===== src/vjrb_pkg.sv =====
`timescale 1ns / 1ps
// ----------------------------------------------------------------------------
// vjrb_pkg
// Shared types and constants for the voice jitter reorder buffer.
// ----------------------------------------------------------------------------
package vjrb_pkg;
  localparam int DEPTH   = 16;
  localparam int IDX_W   = $clog2(DEPTH);
  localparam int CNT_W   = $clog2(DEPTH + 1);
  localparam logic [15:0] HALF = 16'h8000;

  localparam logic [1:0] KIND_NONE = 2'd0;
  localparam logic [1:0] KIND_FRAME = 2'd1;
  localparam logic [1:0] KIND_LOSS = 2'd2;
  localparam logic [1:0] KIND_END = 2'd3;

  localparam logic [1:0] REG_MAX_REORDER = 2'd0;
  localparam logic [1:0] REG_PREBUF = 2'd1;
  localparam logic [1:0] REG_MAX_LOSS = 2'd2;

  typedef struct packed {
    logic        mode;
    logic [15:0] seq_id;
    logic        talk_start;
    logic        talk_end;
    logic [31:0] payload_handle;
  } in_req_t;

  typedef struct packed {
    logic [1:0]  kind;
    logic [15:0] out_seq;
    logic [31:0] out_handle;
    logic        out_talk_start;
    logic        stream_start;
    logic        has_recovery;
  } out_req_t;

  // Scan unit results, one pass over all slots.
  typedef struct packed {
    logic             hit_found;     // slot equal to key
    logic [IDX_W-1:0] hit_idx;
    logic             nxt_found;     // slot equal to key+1
    logic [IDX_W-1:0] nxt_idx;
    logic             free_found;
    logic [IDX_W-1:0] free_idx;
    logic [CNT_W-1:0] count;
    logic             ahead_found;   // any slot strictly ahead of expected
    logic             best_found;    // any slot ahead or equal
    logic [15:0]      best_dist;
    logic [IDX_W-1:0] best_idx;
    logic [15:0]      low_seq;
    logic [IDX_W-1:0] low_idx;
  } scan_t;
endpackage


===== src/vjrb_if.sv =====
`timescale 1ns / 1ps
// ----------------------------------------------------------------------------
// vjrb_in_if / vjrb_out_if
// Valid/ready channels carrying requests and results.
// ----------------------------------------------------------------------------
interface vjrb_in_if;
  logic              valid;
  logic              ready;
  vjrb_pkg::in_req_t data;
  modport source(output valid, output data, input ready);
  modport sink(input valid, input data, output ready);
endinterface

interface vjrb_out_if;
  logic               valid;
  logic               ready;
  vjrb_pkg::out_req_t data;
  modport source(output valid, output data, input ready);
  modport sink(input valid, input data, output ready);
endinterface


===== src/vjrb_scan.sv =====
`timescale 1ns / 1ps
// ----------------------------------------------------------------------------
// vjrb_scan
// Shared compare unit: looks at one slot per cycle while step is high and accumulates matches.
// ----------------------------------------------------------------------------
module vjrb_scan (
  input  logic                       clk,
  input  logic                       start,
  input  logic                       step,
  input  logic [vjrb_pkg::IDX_W-1:0] idx,
  input  logic                       valid,
  input  logic [15:0]                seq,
  input  logic [15:0]                key,
  input  logic [15:0]                exp_seq,
  output vjrb_pkg::scan_t            res
);
  vjrb_pkg::scan_t res_r, res_nxt;
  logic [15:0] d;
  logic [15:0] key1;

  assign d    = seq - exp_seq;
  assign key1 = key + 16'd1;
  assign res  = res_r;

  always_comb begin
    res_nxt = res_r;
    if (start) begin
      res_nxt = '0;
      res_nxt.low_seq = 16'hFFFF;
    end else if (step) begin
      if (!valid) begin
        if (!res_r.free_found) begin
          res_nxt.free_found = 1'b1;
          res_nxt.free_idx   = idx;
        end
      end else begin
        res_nxt.count = res_r.count + 1'b1;
        if (seq == key && !res_r.hit_found) begin
          res_nxt.hit_found = 1'b1;
          res_nxt.hit_idx   = idx;
        end
        if (seq == key1 && !res_r.nxt_found) begin
          res_nxt.nxt_found = 1'b1;
          res_nxt.nxt_idx   = idx;
        end
        if (d < vjrb_pkg::HALF) begin
          if (d != 16'd0) res_nxt.ahead_found = 1'b1;
          if (!res_r.best_found || d > res_r.best_dist) begin
            res_nxt.best_found = 1'b1;
            res_nxt.best_dist  = d;
            res_nxt.best_idx   = idx;
          end
        end
        if (seq < res_r.low_seq || (idx == '0)) begin
          res_nxt.low_seq = seq;
          res_nxt.low_idx = idx;
        end
      end
    end
  end

  always_ff @(posedge clk) begin
    res_r <= res_nxt;
  end
endmodule


===== src/voice_jitter_reorder_buffer_top.sv =====
`timescale 1ns / 1ps
// ----------------------------------------------------------------------------
// voice_jitter_reorder_buffer_top
// Reorder buffer for voice frames keyed by wrapping 16-bit sequence numbers.
// ----------------------------------------------------------------------------
// Usage:
//   in  channel: one request per frame push (mode 0) or playback pull (mode 1).
//   out channel: one result per pull; pushes produce no result.
//   cfg port   : APB-style writes/reads of max_reorder_distance (0x0),
//                prebuffer_count (0x4) and max_losses_in_row (0x8).
// Timing:
//   Frame pushes and pulls scan the 16 slots through one shared compare unit,
//   one slot per cycle. A frame push goes through prelude, scan and update
//   before the next accept; a stale frame is dropped in the prelude. A pull
//   goes through scan and S_DONE, then S_OUT registers its result onto out;
//   the next request is accepted once the result is taken. An end-mark push
//   is handled in the accept cycle, so in_ready stays high for the next one.
//   in_ready is low while a request is being worked on.
// Reset:
//   rst_n (sync, active low) clears stream state and slot valid bits and
//   loads register defaults 32 / 3 / 5. No clearing pass is needed.
// Stall:
//   A pull result sits in the output register until taken; the next request
//   is not accepted until then, so a stall on out holds back the in channel.
// ----------------------------------------------------------------------------
module voice_jitter_reorder_buffer_top (
  input  logic        clk,
  input  logic        rst_n,
  vjrb_in_if.sink     in_ch,
  vjrb_out_if.source  out_ch,
  input  logic        cfg_psel,
  input  logic        cfg_penable,
  input  logic        cfg_pwrite,
  input  logic [3:0]  cfg_paddr,
  input  logic [31:0] cfg_pwdata,
  output logic [31:0] cfg_prdata,
  output logic        cfg_pready
);
  localparam int IW = vjrb_pkg::IDX_W;
  localparam logic [2:0] S_IDLE = 3'd0;
  localparam logic [2:0] S_SCAN = 3'd1;
  localparam logic [2:0] S_SCAN2 = 3'd2;   // push prelude before the scan
  localparam logic [2:0] S_DONE = 3'd3;
  localparam logic [2:0] S_OUT = 3'd4;

  // config registers
  logic [14:0] max_reorder_r;
  logic [4:0]  prebuf_r;
  logic [7:0]  max_loss_r;
  logic [1:0]  reg_idx;
  assign reg_idx    = cfg_paddr[3:2];
  assign cfg_pready = 1'b1;
  always_comb begin
    case (reg_idx)
      vjrb_pkg::REG_MAX_REORDER: cfg_prdata = {17'd0, max_reorder_r};
      vjrb_pkg::REG_PREBUF:      cfg_prdata = {27'd0, prebuf_r};
      vjrb_pkg::REG_MAX_LOSS:    cfg_prdata = {24'd0, max_loss_r};
      default:                   cfg_prdata = 32'd0;
    endcase
  end
  always_ff @(posedge clk) begin
    if (!rst_n) begin
      max_reorder_r <= 15'd32;
      prebuf_r      <= 5'd3;
      max_loss_r    <= 8'd5;
    end else if (cfg_psel && cfg_penable && cfg_pwrite) begin
      case (reg_idx)
        vjrb_pkg::REG_MAX_REORDER: max_reorder_r <= cfg_pwdata[14:0];
        vjrb_pkg::REG_PREBUF:      prebuf_r      <= cfg_pwdata[4:0];
        vjrb_pkg::REG_MAX_LOSS:    max_loss_r    <= cfg_pwdata[7:0];
        default: ;
      endcase
    end
  end

  // slot store
  logic [vjrb_pkg::DEPTH-1:0] slot_valid_r;
  logic [15:0] slot_seq_r [vjrb_pkg::DEPTH];
  logic [31:0] slot_handle_r [vjrb_pkg::DEPTH];
  logic        slot_ts_r [vjrb_pkg::DEPTH];

  // stream state
  logic        exp_valid_r, end_valid_r, started_r, first_r;
  logic [15:0] exp_seq_r, end_seq_r;
  logic [7:0]  loss_r;
  logic [2:0]  state_r;
  logic [IW:0] cnt_r;
  vjrb_pkg::in_req_t req_r;
  vjrb_pkg::out_req_t res_r;
  logic        out_valid_r;

  logic [IW-1:0] sidx;
  assign sidx = cnt_r[IW-1:0];
  logic scan_start, scan_step;
  vjrb_pkg::scan_t sc;

  assign scan_start = (state_r == S_IDLE) || (state_r == S_SCAN2 && cnt_r == '0);
  assign scan_step  = (state_r == S_SCAN || state_r == S_SCAN2) && !cnt_r[IW];

  vjrb_scan u_scan (
    .clk(clk), .start(scan_start), .step(scan_step), .idx(sidx),
    .valid(slot_valid_r[sidx]), .seq(slot_seq_r[sidx]),
    .key(req_r.mode ? exp_seq_r : req_r.seq_id), .exp_seq(exp_seq_r), .res(sc)
  );

  assign in_ch.ready   = (state_r == S_IDLE) && !out_valid_r;
  assign out_ch.valid  = out_valid_r;
  assign out_ch.data   = res_r;

  logic [15:0] fwd, back, d_end;
  logic        rebase_ok;
  assign fwd   = req_r.seq_id - exp_seq_r;
  assign back  = exp_seq_r - req_r.seq_id;
  assign d_end = end_seq_r - exp_seq_r;
  // behind, but a talk start close enough before playback: move expected back
  assign rebase_ok = !started_r && req_r.talk_start && back <= {1'b0, max_reorder_r};

  // pull decision from the finished scan
  vjrb_pkg::out_req_t pull_res;
  logic pull_reset, pull_start;
  always_comb begin
    pull_res   = '0;
    pull_reset = 1'b0;
    pull_start = 1'b0;
    if (exp_valid_r) begin
      if (end_valid_r && end_seq_r == exp_seq_r) begin
        pull_res.kind = vjrb_pkg::KIND_END;
        pull_reset    = 1'b1;
      end else if (!started_r && ({1'b0, sc.count} < {1'b0, prebuf_r})
                   && !end_valid_r) begin
        // still prebuffering: nothing
      end else if (sc.hit_found) begin
        pull_start              = 1'b1;
        pull_res.kind           = vjrb_pkg::KIND_FRAME;
        pull_res.out_seq        = slot_seq_r[sc.hit_idx];
        pull_res.out_handle     = slot_handle_r[sc.hit_idx];
        pull_res.out_talk_start = slot_ts_r[sc.hit_idx];
        pull_res.stream_start   = first_r;
      end else if (!(sc.ahead_found ||
                     (end_valid_r && d_end != 16'd0 && d_end < vjrb_pkg::HALF))) begin
        pull_start = 1'b1;       // nothing ahead: no advance
      end else if (loss_r < max_loss_r) begin
        pull_start    = 1'b1;
        pull_res.kind = vjrb_pkg::KIND_LOSS;
        if (sc.nxt_found) begin
          pull_res.out_seq        = slot_seq_r[sc.nxt_idx];
          pull_res.out_handle     = slot_handle_r[sc.nxt_idx];
          pull_res.out_talk_start = slot_ts_r[sc.nxt_idx];
          pull_res.has_recovery   = 1'b1;
        end
      end else begin
        pull_res.kind = vjrb_pkg::KIND_END;
        pull_reset    = 1'b1;
      end
    end
  end

  // control FSM. Push prelude: decides whether the pushed frame is kept and
  // settles a rebase/reset before the scan (expected number changes the victim).
  always_ff @(posedge clk) begin
    if (!rst_n) begin
      state_r      <= S_IDLE;
      cnt_r        <= '0;
      exp_valid_r  <= 1'b0;
      end_valid_r  <= 1'b0;
      started_r    <= 1'b0;
      first_r      <= 1'b0;
      exp_seq_r    <= 16'd0;
      end_seq_r    <= 16'd0;
      loss_r       <= 8'd0;
      slot_valid_r <= '0;
      out_valid_r  <= 1'b0;
    end else begin
      if (out_valid_r && out_ch.ready) out_valid_r <= 1'b0;
      case (state_r)
        S_IDLE: begin
          cnt_r <= '0;
          if (in_ch.valid && in_ch.ready) begin
            req_r <= in_ch.data;
            if (!in_ch.data.mode) begin
              if (in_ch.data.talk_end) begin
                if (!exp_valid_r) begin
                  exp_valid_r <= 1'b1;
                  exp_seq_r   <= in_ch.data.seq_id;
                  first_r     <= 1'b1;
                  end_valid_r <= 1'b1;
                  end_seq_r   <= in_ch.data.seq_id;
                end else if ((in_ch.data.seq_id - exp_seq_r) < vjrb_pkg::HALF) begin
                  end_valid_r <= 1'b1;
                  end_seq_r   <= in_ch.data.seq_id;
                end
              end else begin
                state_r <= S_SCAN2;
              end
            end else begin
              state_r <= S_SCAN;
            end
          end
        end
        S_SCAN2: begin
          // settle expected number before scanning
          if (!exp_valid_r) begin
            exp_valid_r <= 1'b1;
            exp_seq_r   <= req_r.seq_id;
            first_r     <= 1'b1;
            state_r     <= S_SCAN;
          end else if (fwd >= vjrb_pkg::HALF) begin
            if (rebase_ok) begin
              exp_seq_r <= req_r.seq_id;
              state_r   <= S_SCAN;
            end else begin
              state_r   <= S_IDLE;   // stale, dropped
            end
          end else if (fwd > {1'b0, max_reorder_r}) begin
            exp_valid_r  <= 1'b1;
            exp_seq_r    <= req_r.seq_id;
            first_r      <= 1'b1;
            end_valid_r  <= 1'b0;
            slot_valid_r <= '0;
            loss_r       <= 8'd0;
            started_r    <= 1'b0;
            state_r      <= S_SCAN;
          end else begin
            state_r <= S_SCAN;
          end
        end
        S_SCAN: begin
          if (cnt_r[IW]) state_r <= S_DONE;
          else cnt_r <= cnt_r + 1'b1;
        end
        S_DONE: begin
          if (!req_r.mode) begin
            state_r <= S_IDLE;
            if (!sc.hit_found) begin
              if (sc.free_found) begin
                slot_valid_r[sc.free_idx]  <= 1'b1;
                slot_seq_r[sc.free_idx]    <= req_r.seq_id;
                slot_handle_r[sc.free_idx] <= req_r.payload_handle;
                slot_ts_r[sc.free_idx]     <= req_r.talk_start;
              end else begin
                // new frame as candidate: ahead distance fwd, seq seq_id
                if ((fwd < vjrb_pkg::HALF && (!sc.best_found || fwd > sc.best_dist)) ||
                    (!sc.best_found && fwd >= vjrb_pkg::HALF && req_r.seq_id < sc.low_seq)) begin
                  // new frame dropped
                end else if (sc.best_found) begin
                  slot_seq_r[sc.best_idx]    <= req_r.seq_id;
                  slot_handle_r[sc.best_idx] <= req_r.payload_handle;
                  slot_ts_r[sc.best_idx]     <= req_r.talk_start;
                end else begin
                  slot_seq_r[sc.low_idx]    <= req_r.seq_id;
                  slot_handle_r[sc.low_idx] <= req_r.payload_handle;
                  slot_ts_r[sc.low_idx]     <= req_r.talk_start;
                end
              end
            end
          end else begin
            state_r <= S_OUT;
          end
        end
        S_OUT: begin
          state_r     <= S_IDLE;
          out_valid_r <= 1'b1;
          res_r       <= pull_res;
          if (pull_reset) begin
            exp_valid_r <= 1'b0; end_valid_r <= 1'b0; slot_valid_r <= '0;
            loss_r <= 8'd0; started_r <= 1'b0; first_r <= 1'b0;
          end else begin
            if (pull_start) started_r <= 1'b1;
            if (pull_res.kind == vjrb_pkg::KIND_FRAME) begin
              slot_valid_r[sc.hit_idx] <= 1'b0;
              loss_r    <= 8'd0;
              first_r   <= 1'b0;
              exp_seq_r <= exp_seq_r + 16'd1;
            end else if (pull_res.kind == vjrb_pkg::KIND_LOSS) begin
              loss_r    <= loss_r + 8'd1;
              first_r   <= 1'b0;
              exp_seq_r <= exp_seq_r + 16'd1;
            end
          end
        end
        default: state_r <= S_IDLE;
      endcase
    end
  end
endmodule

===== src/flat_wrapper.sv =====
// flat-port wrapper written by rule: the top's interface ports become plain ports
module voice_jitter_reorder_buffer_top_flat 
  (clk, rst_n, cfg_psel, cfg_penable, cfg_pwrite, cfg_paddr, cfg_pwdata, cfg_prdata, cfg_pready, in_ch_valid, in_ch_data, in_ch_ready, out_ch_valid, out_ch_data, out_ch_ready);
  vjrb_in_if in_ch_i ();
  vjrb_out_if out_ch_i ();
  input  logic clk;
  input  logic rst_n;
  input  logic cfg_psel;
  input  logic cfg_penable;
  input  logic cfg_pwrite;
  input  logic [3:0] cfg_paddr;
  input  logic [31:0] cfg_pwdata;
  output logic [31:0] cfg_prdata;
  output logic cfg_pready;
  input wire logic [$bits(in_ch_i.valid)-1:0] in_ch_valid;
  input wire logic [$bits(in_ch_i.data)-1:0] in_ch_data;
  output wire logic [$bits(in_ch_i.ready)-1:0] in_ch_ready;
  output wire logic [$bits(out_ch_i.valid)-1:0] out_ch_valid;
  output wire logic [$bits(out_ch_i.data)-1:0] out_ch_data;
  input wire logic [$bits(out_ch_i.ready)-1:0] out_ch_ready;
  assign in_ch_i.valid = in_ch_valid;
  assign in_ch_i.data = in_ch_data;
  assign in_ch_ready = in_ch_i.ready;
  assign out_ch_valid = out_ch_i.valid;
  assign out_ch_data = out_ch_i.data;
  assign out_ch_i.ready = out_ch_ready;
  voice_jitter_reorder_buffer_top u_core (.clk(clk), .rst_n(rst_n), .in_ch(in_ch_i), .out_ch(out_ch_i), .cfg_psel(cfg_psel), .cfg_penable(cfg_penable), .cfg_pwrite(cfg_pwrite), .cfg_paddr(cfg_paddr), .cfg_pwdata(cfg_pwdata), .cfg_prdata(cfg_prdata), .cfg_pready(cfg_pready));
endmodule

===== config.mk =====
export PLATFORM = sky130hd
export DESIGN_NAME = voice_jitter_reorder_buffer_top_flat
export DESIGN_NICKNAME = d
export VERILOG_FILES = /design/src/vjrb_pkg.sv /design/src/vjrb_if.sv /design/src/vjrb_scan.sv /design/src/voice_jitter_reorder_buffer_top.sv /design/src/flat_wrapper.sv
export SDC_FILE = /design/constraint.sdc
export NUM_CORES = 2
export LEC_CHECK = 0
export BUFFER_PORTS_ARGS = -buffer_cell sky130_fd_sc_hd__buf_2
export CELL_PAD_IN_SITES_DETAIL_PLACEMENT = 2
export CELL_PAD_IN_SITES_GLOBAL_PLACEMENT = 2
export CORE_ASPECT_RATIO = 0.7
export CORE_MARGIN = 8
export CORE_UTILIZATION = 40
export DETAILED_ROUTE_END_ITERATION = 16
export GPL_ROUTABILITY_DRIVEN = 0
export PLACE_DENSITY_LB_ADDON = 0.1
export SLEW_MARGIN = 25
export SYNTH_ARGS = -nofsm -noshare
export SYNTH_HDL_FRONTEND = slang
export SYNTH_SLANG_ARGS = --single-unit

===== constraint.sdc =====
create_clock -name clk -period 11.9 [get_ports clk]
set_clock_uncertainty 0.05 [all_clocks]
set_input_delay 0.595 -clock clk [delete_from_list [all_inputs] [get_ports clk]]
set_output_delay 0.595 -clock clk [all_outputs]
set_load 0.03 [all_outputs]

* After elaboration in Yosys (flattened, before gate mapping)
Memories as Yosys holds them, arrays and structs flattened. A register that Yosys moved wholly into a read port is not among the register bits. Index checks and enable logic that the tools add are counted.
Word-level totals: logic and storage cells 352, output and inout port bits 88, memory bits (read-only) 0, memories kept 3, bits in latches 0, bits in registers 262, memory bits (writable) 784, input port bits 94
Operators by class: magnitude comparators 18, equality and inequality tests 36, bitwise gates (word level) 10, divide/modulo/power cells 0, $add $sub $neg 10, reduce and logical (&&, ||, !) cells 78, shift-type cells 0, multiply operators 0, mux-type cells 159
Memory list:
- u_core.slot_handle_r | depth 16, width 32, rd ports 2, clocked after memory_dff 2, write ports 1, line voice_jitter_reorder_buffer_top.sv:79 | logic [31:0] slot_handle_r [vjrb_pkg::DEPTH];
- u_core.slot_seq_r | depth 16, width 16, rd ports 3, clocked after memory_dff 3, write ports 1, line voice_jitter_reorder_buffer_top.sv:78 | logic [15:0] slot_seq_r [vjrb_pkg::DEPTH];
- u_core.slot_ts_r | depth 16, width 1, rd ports 2, clocked after memory_dff 2, write ports 1, line voice_jitter_reorder_buffer_top.sv:80 | logic slot_ts_r [vjrb_pkg::DEPTH];
Operators with widths (number):
- two-way mux 16 bit | 24
- two-way mux 51 bit | 3
- two-way mux 53 bit | 2
- two-way mux 49 bit | 2
- case mux 16 bit (3 select lines) | 2
- two-way mux 4 bit | 20
- subtractor 16 bit | 5
- two-way mux 1 bit | 79
- less-than comparator 16 bit (second input constant) | 4
- two-way mux 32 bit | 2
- OR reduction 32 bit | 2
- equality test 16 bit | 3
- two-way mux 8 bit | 6
- case mux 15 bit (3 select lines) | 1
- adder 16 x 1 -> 16 bit (second input constant) | 2
- greater-than comparator 16 bit | 2
- less-than comparator 16 bit | 2
- nonzero test 16 bit | 2
- OR reduction 16 bit | 2
- != test 2 bit (second input constant) | 12
- logical AND 1 bit | 21
- AND reduction 5 bit | 4
- two-way mux 3 bit | 6
- AND reduction 3 bit | 6
- 48 further kinds | 97

* Depth between registers and ports, before layout
word-level depth 15, mapped depth 25, mapped depth without buffers 24

* Modules after synthesis
A second synthesis with hierarchy kept.
Second synthesis, totals: cell total of the unflattened synthesis 3729, area total of the unflattened synthesis 55866.1 sq um
Modules (own cells, without submodules):
- voice_jitter_reorder_buffer_top | cells an instance 3105, area an instance 51033.9 sq um, instances 1
- vjrb_scan | cells an instance 624, area an instance 4832.1 sq um, instances 1

* Worst setup path after synthesis
No wires, ideal clock.
path type register to register, start register u_core.req_r[35] in the netlist's numbering, end memory u_core.slot_handle_r[11][0], enable pin, path buffers 0, required time 11.323 ns, setup slack 3.292 ns, stages on the path, launching flop included 22, data arrival time 8.032 ns, setup time 0.527 ns, cells stage by stage edfxtp_1 -> inv_1 -> ha_1 -> nor2b_1 -> o31a_1 -> o41a_1 -> a221oi_2 -> nor2b_1 -> nor2_1 -> o21bai_1 -> a21oi_1 -> xnor2_1 -> ha_1 -> nand4_1 -> nor2_1 -> o211ai_1 -> o221ai_1 -> nand2_1 -> o21ai_0 -> o21ai_0 -> a31oi_1 -> nor3b_1
On the way: longest elaborated chain between the ends 15, elaborated cells on any way between the ends 30, classes of those cells 1 x add/sub; 4 x order compare; 18 x mux; 7 x reduce/logical
Ends and longest elaborated chain:
- start, declared | line voice_jitter_reorder_buffer_top.sv:88 | vjrb_pkg::in_req_t req_r;
- start signal, assigned | line voice_jitter_reorder_buffer_top.sv:179 | req_r <= in_ch.data;
- subtractor 16 bit | line voice_jitter_reorder_buffer_top.sv:112 | assign fwd = req_r.seq_id - exp_seq_r;
- greater-than comparator 16 bit / greater-or-equal comparator 16 bit (equally long branches) | line voice_jitter_reorder_buffer_top.sv:242, voice_jitter_reorder_buffer_top.sv:243
- logical OR 1 bit / logical AND 1 bit (equally long branches) | line voice_jitter_reorder_buffer_top.sv:242, voice_jitter_reorder_buffer_top.sv:243
- logical AND 1 bit, on equally long branches | line voice_jitter_reorder_buffer_top.sv:242, voice_jitter_reorder_buffer_top.sv:243
- logical OR 1 bit (*) | line voice_jitter_reorder_buffer_top.sv:242 | if ((fwd < vjrb_pkg::HALF && (!sc.best_found || fwd > sc.best_dist)) ||
- two-way mux 1 bit | line voice_jitter_reorder_buffer_top.sv:242
- two-way mux 1 bit | line voice_jitter_reorder_buffer_top.sv:235 | if (sc.free_found) begin
- two-way mux 1 bit | line voice_jitter_reorder_buffer_top.sv:234 | if (!sc.hit_found) begin
- two-way mux 1 bit | line voice_jitter_reorder_buffer_top.sv:232 | if (!req_r.mode) begin
- two-way mux 1 bit | line voice_jitter_reorder_buffer_top.sv:175 | case (state_r)
- two-way mux 1 bit | line voice_jitter_reorder_buffer_top.sv:161 | if (!rst_n) begin
- two-way mux 1 bit (implied by the code) | line voice_jitter_reorder_buffer_top.sv:247 | slot_handle_r[sc.best_idx] <= req_r.payload_handle;
- OR reduction 32 bit (no line)
- two-way mux 4 bit (no line) / two-way mux 1 bit (equally long branches) (2 in series)
- end, declared | line voice_jitter_reorder_buffer_top.sv:79
Every way passes the cells marked *; elsewhere a longest branch is shown, timed or not.

* Final worst setup path
start register u_core.req_r[34] in the netlist's numbering, end memory u_core.slot_handle_r[6][7], enable pin
Same word-level chain as after synthesis.

==> results.tsv <==
stage	metric	value	unit
sta	rsz0062_at_grt	false	
run_status	status	completed	
worst_setup_path	path_class	flip-flop to flip-flop	
route	wl_per_cell	33.7	um
synthesis	ys.flop_type	edfxtp_1	
clock_network	clkLatencyLatePin	0.76	ns
sta	finalSetupViolCount	0	
power	p_sw_share	31.5	%
worst_setup_path	cp_num_buf_inv	2	
worst_setup_path	worstPathRequired	12.20	ns
hold_path	hp-class	input pin to flip-flop	
route	drt_wl_total	192000	um
layout	finish.net_count	4023	
power	fin_total_pwr	10.1	mW
floorplanning	fp.dieH	328	um
flow_run	maxCapViolCount	0	
placed_design	port_buffers	144	
synthesis	syn_area	55700	um2
worst_setup_path	cp_slowest_stage_delay	1.01	ns
worst_setup_path	critPathMaxFanout	32	
synthesis	synth_edf_count	887	
synthesis	synth_xor_area_share	1.31	%
floorplanning	initial_utilization	40.3	%
synthesis	synthSimpleGateAreaFrac	5.40	%
power	power_density	162	nW/um2
synthesis	synth.area.mux_share	24.8	%
worst_setup_path	crit_path_end_kind	flip-flop	
sta	period_minus_slack	8.51	ns
floorplanning	ios	182	
sta	final.setup.tns	0	ns
synthesis	ys_types	111	
sta	finalHoldViolCount	0	
grt	grt_pass1_vias	38900	
power	cellLeakagePower	20.5	nW
floorplanning	die_area	152000	um2
power	ir_drop	0.000132	V
grt	track_usage	24.9	%
sta	period_share	71.5	%
sta	holdWs	0.0578	ns
grt	grt_max_degree	149	
route	drtIter0Drc	3562	
clock_network	cts_sinks	1058	
power	power_frac_clock	35.3	%
synthesis	synth_cells	3588	
sta	slew_headroom	23.2	%
route	drcViolationCount	0	
synthesis	synth_top_family_by_area	multiplexers	
synthesis	synth_seq_area_share	54.0	%
placed_design	post-dp-hpwl	121000	um
clock_network	cts.root.buffer_cell	clkbuf_16	
synthesis	yosys_warnings	0	
clock_network	numCtsBuffers	109	
power	p_switching	3.19	mW
power	p_comb_share	22.6	%
layout	design_area	62600	um2
clock_network	ctsResizeCount	0	
placed_design	place_area	58400	um2
worst_setup_path	worstPathCellList	inv_1, ha_1, fa_1, nor2b_1, o21ai_0, a21oi_1, o21ai_0, a21oi_1, o21a_1, o21bai_1, a31oi_1, xor2_1, ha_1, nand4_1, nor2_1, o211ai_1, o221ai_1, nand3_1, mux2i_1, o21ai_0, a31oi_1, nand2_1, nor2_4, buf_4	
route	first_pass_iters	5	
layout	area_growth_syn_to_layout	12.5	%
floorplanning	chipWidth	462	um
route	vias_per_cell	6.33	
placed_design	dp.cells	5446	
clock_network	htree_levels	3	
sta	worstMarginPinSlew	1.15	ns
sta	setup_ws	3.39	ns
power	seqPwrFrac	42.1	%
synthesis	synthAdderAreaFrac	4.20	%
synthesis	syn_area_per_cell	15.5	um2
route	vias	36100	
floorplanning	rows	114	
synthesis	synth-seq-cells	1058	
route	drtAntennaViolNets	0	
worst_setup_path	cp.arrival	8.81	ns
sta	finalMaxSlewViolations	0	
worst_setup_path	cp-start-kind	flip-flop	
grt	antenna_found_initial	10	
floorplanning	core_area	138000	um2
sta	fmax	118	MHz
clock_network	cts_tree	done	
power	p_int	6.93	mW
clock_network	path_clk_slew	0.06	ns
grt	grt-ovfl-total	0	
placed_design	dp_slack	3.49	ns
worst_setup_path	critPathMostFrequentCell	o21ai_0	
grt	grt_pass1_wl	278000	um
worst_setup_path	cp_top_family	compound AO/OA/AOI/OAI gates	
layout	drive_gt1_share	26.5	%
synthesis	synth-compound-area-share	6.41	%
worst_setup_path	crit_slowest_cell	edfxtp_1	
synthesis	synthArstFlopShare	0	%
layout	layoutNonFillerInstCount	5699	
layout	utilization	45.3	%
clock_network	clockBufferDepth	3	
## cells in the mapped netlist (all sizes together) (6+ instances only)
| library cell | number | share of area, % |
|---|---|---|
| nor4 | 15 | 0.21 |
| a211oi | 24 | 0.32 |
| dfxtp | 171 | 6.2 |
| nand2b | 16 | 0.18 |
| a221o | 6 | 0.11 |
| a21o | 38 | 0.52 |
| o221ai | 6 | 0.094 |
| xor2 | 23 | 0.36 |
| a21oi | 139 | 1.3 |
| xnor2 | 57 | 0.95 |
| nand4 | 31 | 0.38 |
| a31oi | 24 | 0.27 |
| and2 | 10 | 0.11 |
| mux2i | 73 | 1.3 |
| edfxtp | 887 | 48 |
| and4 | 6 | 0.094 |
| nand2 | 120 | 0.81 |
| mux4 | 573 | 23 |
| clkbuf | 155 | 1.3 |
| ha | 182 | 4.1 |
| o211ai | 28 | 0.39 |
| nor2b | 24 | 0.28 |
| or3 | 12 | 0.13 |
| inv | 245 | 1.7 |
| o31ai | 21 | 0.29 |
| a31o | 7 | 0.11 |
| buf | 78 | 0.87 |
| and3 | 19 | 0.22 |
| o21ai | 113 | 1.0 |
| o2111ai | 7 | 0.12 |
| nand3 | 77 | 0.69 |
| nor3b | 12 | 0.16 |
| nand3b | 10 | 0.13 |
| nor2 | 149 | 1.0 |
| nor3 | 59 | 0.53 |
| a22oi | 10 | 0.13 |
| o21a | 16 | 0.22 |
| a2111oi | 9 | 0.16 |
| o21bai | 9 | 0.12 |
| o22ai | 50 | 0.56 |
| or2 | 7 | 0.083 |
## cells in the final DEF (no fill, tap or decap), types with 17 or more instances in the layout
cell and n:
nand4_1 30, o211ai_1 27, clkinv_1 29, and3_1 17, xor2_1 22, xnor2_1 52
nand2_1 118, conb_1 18, nand3_1 76, mux4_1 35, a211oi_1 24, o31ai_1 20
a21o_1 35, o22ai_1 50, ha_1 182, o21ai_0 106, a21oi_1 134, mux4_2 537
a31oi_1 23, nor2_1 139, buf_2 144, inv_1 243, nor2b_1 19, dfxtp_1 161
edfxtp_1 887, buf_4 65, mux2i_1 73, clkinv_2 19, dlygate4sd3_1 39, nor3_1 57
clkbuf_16 111
## layout make-up
class / instances / area [um2]
Antenna cell: 4 / 10.0
Timing Repair Buffer: 264 / 1870
Clock inverter: 79 / 808
Multi-Input combinational cell: 2066 / 23700
Fill cell: 13000 / 75500
Clock buffer: 127 / 2840
Inverter: 245 / 920
Sequential cell: 1058 / 30100
Tap cell: 1856 / 2320
## worst min-delay path: stages
cell	delay (ns)
buf_2	0.09
mux2i_1	0.06
nor2_1	0.08
## power by group through the flow
stage	clock network, mW	logic, mW	registers [mW]
floorplan	0	1.47	4.27
global route	3.77	2.46	4.27
detailed placement	0	2.21	4.33
CTS	3.65	2.24	4.25
global placement	0	2.12	4.32
finish	3.57	2.29	4.26
## routing by layer
layer | vias to the layer above | GRT usage (%) | share of wire, %
met1 | 19500 | 36.7 | 46
met5 | - | 0 | 0.0068
met2 | 1447 | 37.8 | 45
li1 | 14800 | - | -
met3 | 260 | 5.69 | 7.4
met4 | 2 | 5.62 | 2.4
## cell families (layout without fill, tap and decap cells)
group	after synthesis	after routing
mux	648	648
flops	1058	1058
fa+ha+maj	185	185
simple gates	589	589
buf+inv	480	715
other cells	2	22
compound gates	546	546
xor+xnor	80	80
## sequential cells by signal (all words and copies together) (netlist names), named ones only
name,count
u_core.slot_handle_r,512
u_core.slot_seq_r,256
u_core.u_scan.res,62
u_core.slot_ts_r,16
u_core.max_reorder_r,15
u_core.state_r,3
u_core.out_ch.valid,1
u_core.req_r,50
u_core.end_valid_r,1
u_core.exp_seq_r,16
u_core.loss_r,8
u_core.started_r,1
u_core.exp_valid_r,1
u_core.slot_valid_r,16
u_core.end_seq_r,16
u_core.max_loss_r,8
u_core.prebuf_r,5
u_core.first_r,1
u_core.cnt_r,5
u_core.out_ch.data,53
## worst paths after layout
| check | startpoint | depth (start not counted) | end | slack (ns) |
|---|---|---|---|---|
| worst min register to register | u_core.max_reorder_r[9] | 2 | u_core.max_reorder_r[9] | 0.42 |
| worst min-delay path | cfg_pwdata[6] | 3 | u_core.max_loss_r[6] | 0.06 |
| worst max register to register | u_core.req_r[34] | 24 | u_core.slot_handle_r[6][7] | 3.39 |
| worst max-delay path | u_core.req_r[34] | 24 | u_core.slot_handle_r[6][7] | 3.39 |
## repair_timing
action,in CTS,in global routing
hold endpoints to repair,40,1
hold buffers,38,1
setup buffers,0,0
setup endpoints to repair,0,0
Power figures use the tool's default switching activity.
